File: config.mk
export PLATFORM = sky130hd
export DESIGN_NAME = mfir_mac
export DESIGN_NICKNAME = d
export VERILOG_FILES = /design/src/rtl/core/multilane_fir_filter_unit_macros.svh /design/src/rtl/core/mfir_pkg.sv /design/src/rtl/core/mfir_mac.sv
export SDC_FILE = /design/constraint.sdc
export NUM_CORES = 2
export LEC_CHECK = 0
export BUFFER_PORTS_ARGS = -buffer_cell sky130_fd_sc_hd__buf_2
export CORE_MARGIN = 4
export CORE_UTILIZATION = 66
export CTS_CLUSTER_DIAMETER = 30
export DETAILED_ROUTE_END_ITERATION = 6
export PLACE_DENSITY = 0.94
export SLEW_MARGIN = 20
export SYNTH_ARGS = -nofsm -noshare
export SYNTH_HDL_FRONTEND = slang
export SYNTH_SLANG_ARGS = --single-unit
File: constraint.sdc
create_clock -name clock -period 8.3 [get_ports clock]
set_clock_uncertainty 0.05 [all_clocks]
set_input_delay 1.66 -clock clock [delete_from_list [all_inputs] [get_ports clock]]
set_output_delay 1.66 -clock clock [all_outputs]
set_load 0.03 [all_outputs]
File: src/rtl/core/multilane_fir_filter_unit_macros.svh
// ----------------------------------------------------------------------------
// multilane_fir_filter_unit_macros
// Assertion helpers used by the filter RTL.
// ----------------------------------------------------------------------------
`ifndef MULTILANE_FIR_FILTER_UNIT_MACROS_SVH
`define MULTILANE_FIR_FILTER_UNIT_MACROS_SVH

// same-cycle implication
`define MFIR_ASSERT_NOW(lbl, clk, rst, ante, cons, msg) \
   lbl: assert property (@(posedge clk) disable iff (rst) (ante) |-> (cons)) else $error(msg);

// next-cycle implication
`define MFIR_ASSERT_NEXT(lbl, clk, rst, ante, cons, msg) \
   lbl: assert property (@(posedge clk) disable iff (rst) (ante) |=> (cons)) else $error(msg);

`endif

File: src/rtl/core/mfir_pkg.sv
// ----------------------------------------------------------------------------
// mfir_pkg
// Types and constants of the multilane FIR filter.
// ----------------------------------------------------------------------------
`timescale 1ns / 1ps
`default_nettype none

package mfir_pkg;

   localparam int DATA_W      = 16;
   localparam int LANE_W      = 2;
   localparam int IDX_W       = 6;
   localparam int TAP_REG_W   = 7;
   localparam int CSR_IDX_W   = 1;
   localparam int CSR_DATA_W  = 7;
   localparam int REQ_USER_W  = 1;
   localparam int REQ_DATA_W  = 56;
   localparam int RSP_DATA_W  = 40;

   // request tdata layout
   localparam int REQ_LANE_LO = 0;
   localparam int REQ_RE_LO   = 2;
   localparam int REQ_IM_LO   = 18;
   localparam int REQ_IDX_LO  = 34;
   localparam int REQ_COEF_LO = 40;

   // response tdata layout
   localparam int RSP_LANE_LO = 0;
   localparam int RSP_RE_LO   = 2;
   localparam int RSP_IM_LO   = 18;

   localparam logic KIND_SAMPLE = 1'b0;
   localparam logic KIND_COEF   = 1'b1;

   localparam logic [CSR_IDX_W-1:0] REG_TAP_COUNT    = 1'b0;
   localparam logic [CSR_IDX_W-1:0] REG_COMPLEX_MODE = 1'b1;

   typedef logic signed [DATA_W-1:0] sample_type;

   typedef struct packed {
      logic clear;
      logic feed;
   } mac_ctrl_type;

endpackage

`default_nettype wire

File: src/rtl/core/mfir_mac.sv
// ----------------------------------------------------------------------------
// mfir_mac
// Shared complex-by-real multiply-accumulate unit with Q1.15 round and
// saturate on the accumulated sum.
// ----------------------------------------------------------------------------
`timescale 1ns / 1ps
`default_nettype none

module mfir_mac #(
   parameter int ACC_W = 38
) (
   input  wire                     clock,
   input  wire                     reset,
   input  mfir_pkg::mac_ctrl_type  ctrl,
   input  mfir_pkg::sample_type    op_re,
   input  mfir_pkg::sample_type    op_im,
   input  mfir_pkg::sample_type    op_coef,
   output mfir_pkg::sample_type    res_re,
   output mfir_pkg::sample_type    res_im
);
   import mfir_pkg::*;

   logic signed [2*DATA_W-1:0] prod_re_ff, prod_im_ff;
   logic                       prod_vld_ff;
   logic signed [ACC_W-1:0]    acc_re_ff, acc_im_ff;

   function automatic logic [DATA_W-1:0] rnd_sat(input logic signed [ACC_W-1:0] acc);
      logic signed [ACC_W:0]  sum;
      logic signed [ACC_W:0]  q;
      logic [ACC_W-DATA_W+1:0] hi;
      logic                    fits;
      sum  = (ACC_W+1)'(acc) + (ACC_W+1)'(16384);
      q    = sum >>> (DATA_W-1);
      hi   = q[ACC_W:DATA_W-1];
      fits = (&hi) || !(|hi);
      if (fits) begin
         return q[DATA_W-1:0];
      end else if (q[ACC_W]) begin
         return {1'b1, {(DATA_W-1){1'b0}}};
      end else begin
         return {1'b0, {(DATA_W-1){1'b1}}};
      end
   endfunction

   always_ff @(posedge clock) begin
      if (reset) begin
         prod_vld_ff <= 1'b0;
      end else begin
         prod_vld_ff <= ctrl.feed;
      end
      prod_re_ff <= op_re * op_coef;
      prod_im_ff <= op_im * op_coef;
      if (ctrl.clear) begin
         acc_re_ff <= '0;
         acc_im_ff <= '0;
      end else if (prod_vld_ff) begin
         acc_re_ff <= acc_re_ff + ACC_W'(prod_re_ff);
         acc_im_ff <= acc_im_ff + ACC_W'(prod_im_ff);
      end
   end

   assign res_re = rnd_sat(acc_re_ff);
   assign res_im = rnd_sat(acc_im_ff);

endmodule

`default_nettype wire

==> results.cfg <==
[outcome]
violations = design-rule violations
status = complete, but fails checks

[cts]
clock_latency_ps = 470
cts_setup_buffers = 0
clkTransAtPathRegs_ps = 70
cts_tree = built
cts_num_sinks = 141
htree_levels = 4
cts_hold_buffers = 0
cts_made_buffers = 17
cts_resized = 0
ctsLongestPathBuffers = 2
cts_root_buf = clkbuf_16

[timing]
relSlewSlack_pct = 38.2
finalSetupViolCount = 0
finalCritPeriodShare_pct = 93.5
rsz0062_at_grt = no
max_freq_mhz = 129
finalCriticalPeriod_ps = 7760
setup_total_negative_slack_ps = 0
hold_violations = 0
layout_setup_ws_ps = 536
maxSlewViolCount = 0
worst_pin_slew_ps = 925

[place]
port_buffers = 83
hpwl_mm = 55.0
place_congestion = 0.917
dp_slack_ps = 214

[floorplan]
row_count = 76
io_pins = 84
dieArea_um2 = 46800
initial_core_util_pct = 66.7
core-area_um2 = 43000
die_x_um = 216
fp.dieH_um = 216

[drt]
drc = 1
vias = 23000
ant_nets = 0
routedWlPerCell_um = 18.4
via_per_inst = 6.03
drt-pass1-iter-count = 7
drt-total-wl_mm = 70.3
drt_first_iter_violations = 2150

[global_route]
grt_pass1_vias = 24700
grt_pass1_wl_mm = 118
gr-total-overflow = 0
antenna_found_initial = 6
grt_max_degree = 55
gr-usage-all-layers_pct = 30.9

[worst_hold_path]
hold_path_class = reg2reg
hold_end = acc_re_ff[4]$_SDFFE_PP0P_
hold_start = acc_re_ff[4]$_SDFFE_PP0P_
worstHoldPathCells = 2

[logic_synthesis]
synth_edf_count = 0
synth-async-reset-ratio_pct = 0
ys.warnings.count = 0
synthCells = 3216
synth_area_um2 = 28600
seq_area_frac_synth_pct = 9.85
synth_cell_type_count = 97
ys_seq_elements = 141
avgSynthCellArea_um2 = 8.91
synthesis.nets = 4034
synth_top_flop_cell = dfxtp_1

[setup_path]
reg2regPathDepth = 10
reg2reg_slack_ps = 4980
crit_type = in2reg
cp.arrival_ps = 8100
endpoint_kind = flip-flop
worstReg2RegStart = acc_re_ff[15]$_SDFFE_PP0P_
critPathMaxFanout = 32
cp.required_ps = 8640
reg2reg_to = acc_re_ff[37]$_SDFFE_PP0P_
critPathLaunchType = input pin

[layout]
drive_gt1_share_pct = 5.61
fin_nets = 4033
layout.filler_cells = 2983
synthToLayoutAreaGrowth_pct = 5.03

[job]
maxCapViolations = 0
[worst max-delay path, cell delays in order]
cell and delay (ps):
buf_2 540, nand2_1 170, fa_1 540, fa_1 530, fa_1 520, inv_1 70
fa_1 490, fa_1 490, inv_1 50, fa_1 470, inv_1 40, ha_1 340
nand4_1 290, nor2_1 90, a211oi_2 320, a2bb2oi_1 270, o21ai_1 200, o41ai_2 400
o31ai_1 200, and4_1 240, nor3_1 170
[how the worst max path moves through the flow]
stage | startpoint | endpoint | depth (start not counted)
floorplan | op_re[15] | prod_re_ff[30]$_DFF_P_ | 21
global placement | op_coef[1] | prod_im_ff[30]$_DFF_P_ | 20
detailed placement | op_coef[1] | prod_re_ff[31]$_DFF_P_ | 22
CTS | op_coef[1] | prod_im_ff[30]$_DFF_P_ | 18
global route | op_coef[1] | prod_im_ff[30]$_DFF_P_ | 20
finish | op_coef[1] | prod_im_ff[31]$_DFF_P_ | 21
[placed cells by master, fill, tap and decap left out, types with 6 or more instances in the layout]
cell,n
inv_1,588
o21ai_0,73
and3_1,15
a21oi_1,114
o22ai_1,13
and2_1,256
o211ai_1,7
o21bai_1,15
a21boi_1,10
a31oi_1,17
nand3_1,36
buf_2,83
nor3b_1,8
nand4_1,29
diode_2,6
o311ai_0,6
nor3_1,37
xor2_1,53
o31ai_1,10
xnor2_1,96
nand2b_1,21
nor2b_1,14
ha_1,240
nor4_1,7
a211oi_1,21
nand2_1,329
o21ai_1,17
clkbuf_16,17
or3_1,15
buf_4,22
o2111ai_1,6
a21o_1,54
nor2_1,149
dfxtp_1,140
or4_1,6
fa_1,526
o21a_1,19
mux2i_1,31
[sequential cells by signal, summed over array words and instances, names as in the netlist]
signal	count
acc_im_ff	38
prod_vld_ff	1
prod_im_ff	32
acc_re_ff	38
prod_re_ff	32
[routing by layer]
layer  GRT usage, %  vias up  part of all wire (%)
li1               -    10200                     -
met4           13.6        4                   4.4
met5              0        -                 0.038
met1           39.7    11400                    38
met2           51.6     1157                    48
met3           5.57      281                   9.0
[Yosys cell counts, types with 21 or more instances]
library cell | n | share of area (%)
nand3_1 | 36 | 0.63
nand2b_1 | 21 | 0.46
mux2i_1 | 31 | 1.1
nor2_1 | 149 | 2.0
inv_1 | 588 | 7.7
xnor2_1 | 96 | 2.9
nor3_1 | 37 | 0.65
nand2_1 | 329 | 4.3
a21oi_1 | 114 | 2.0
a211oi_1 | 21 | 0.55
o21ai_0 | 73 | 1.3
clkbuf_1 | 114 | 1.5
and2_1 | 256 | 5.6
xor2_1 | 53 | 1.6
dfxtp_1 | 141 | 9.9
a21o_1 | 54 | 1.4
nand4_1 | 29 | 0.63
fa_1 | 526 | 37
ha_1 | 240 | 10
[through the flow]
step	hold slack, ps	cell area [µm²]	util, %	instances
2_1_floorplan	395	28600	-	3216
3_3_place_gp	407	29500	68.6	3781
3_5_place_dp	425	29500	68.6	3781
4_1_cts	434	30100	70.0	3813
5_1_grt	455	30100	70.0	3817
6_report	434	30100	70.0	3819
[cell families (layout without fill, tap and decap cells)]
group / after synthesis / after routing / share of synthesized area, %
AO/OA/AOI/OAI: 452 / 452 / 10.7
multiplexers: 34 / 34 / 1.20
flip-flops: 141 / 141 / 9.85
XOR/XNOR: 149 / 149 / 4.56
other: 0 / 6 / 0
AND/OR/NAND/NOR: 960 / 960 / 17.0
buffers and inverters: 714 / 726 / 9.42
adder cells (fa/ha/maj): 766 / 766 / 47.2
[final cells by class]
class	count	area, µm²	area share [%]
Clock inverter	14	160	0.532
Clock buffer	18	439	1.46
Tap cell	585	732	2.43
Timing Repair Buffer	105	581	1.93
Multi-Input combinational cell	2361	23100	76.9
Antenna cell	6	15.0	0.0499
Sequential cell	141	2820	9.39
Inverter	589	2210	7.35
Power is left out: the tool's default activity adds up to more than one toggle a clock period on the data nets, which glitch-free logic cannot reach.
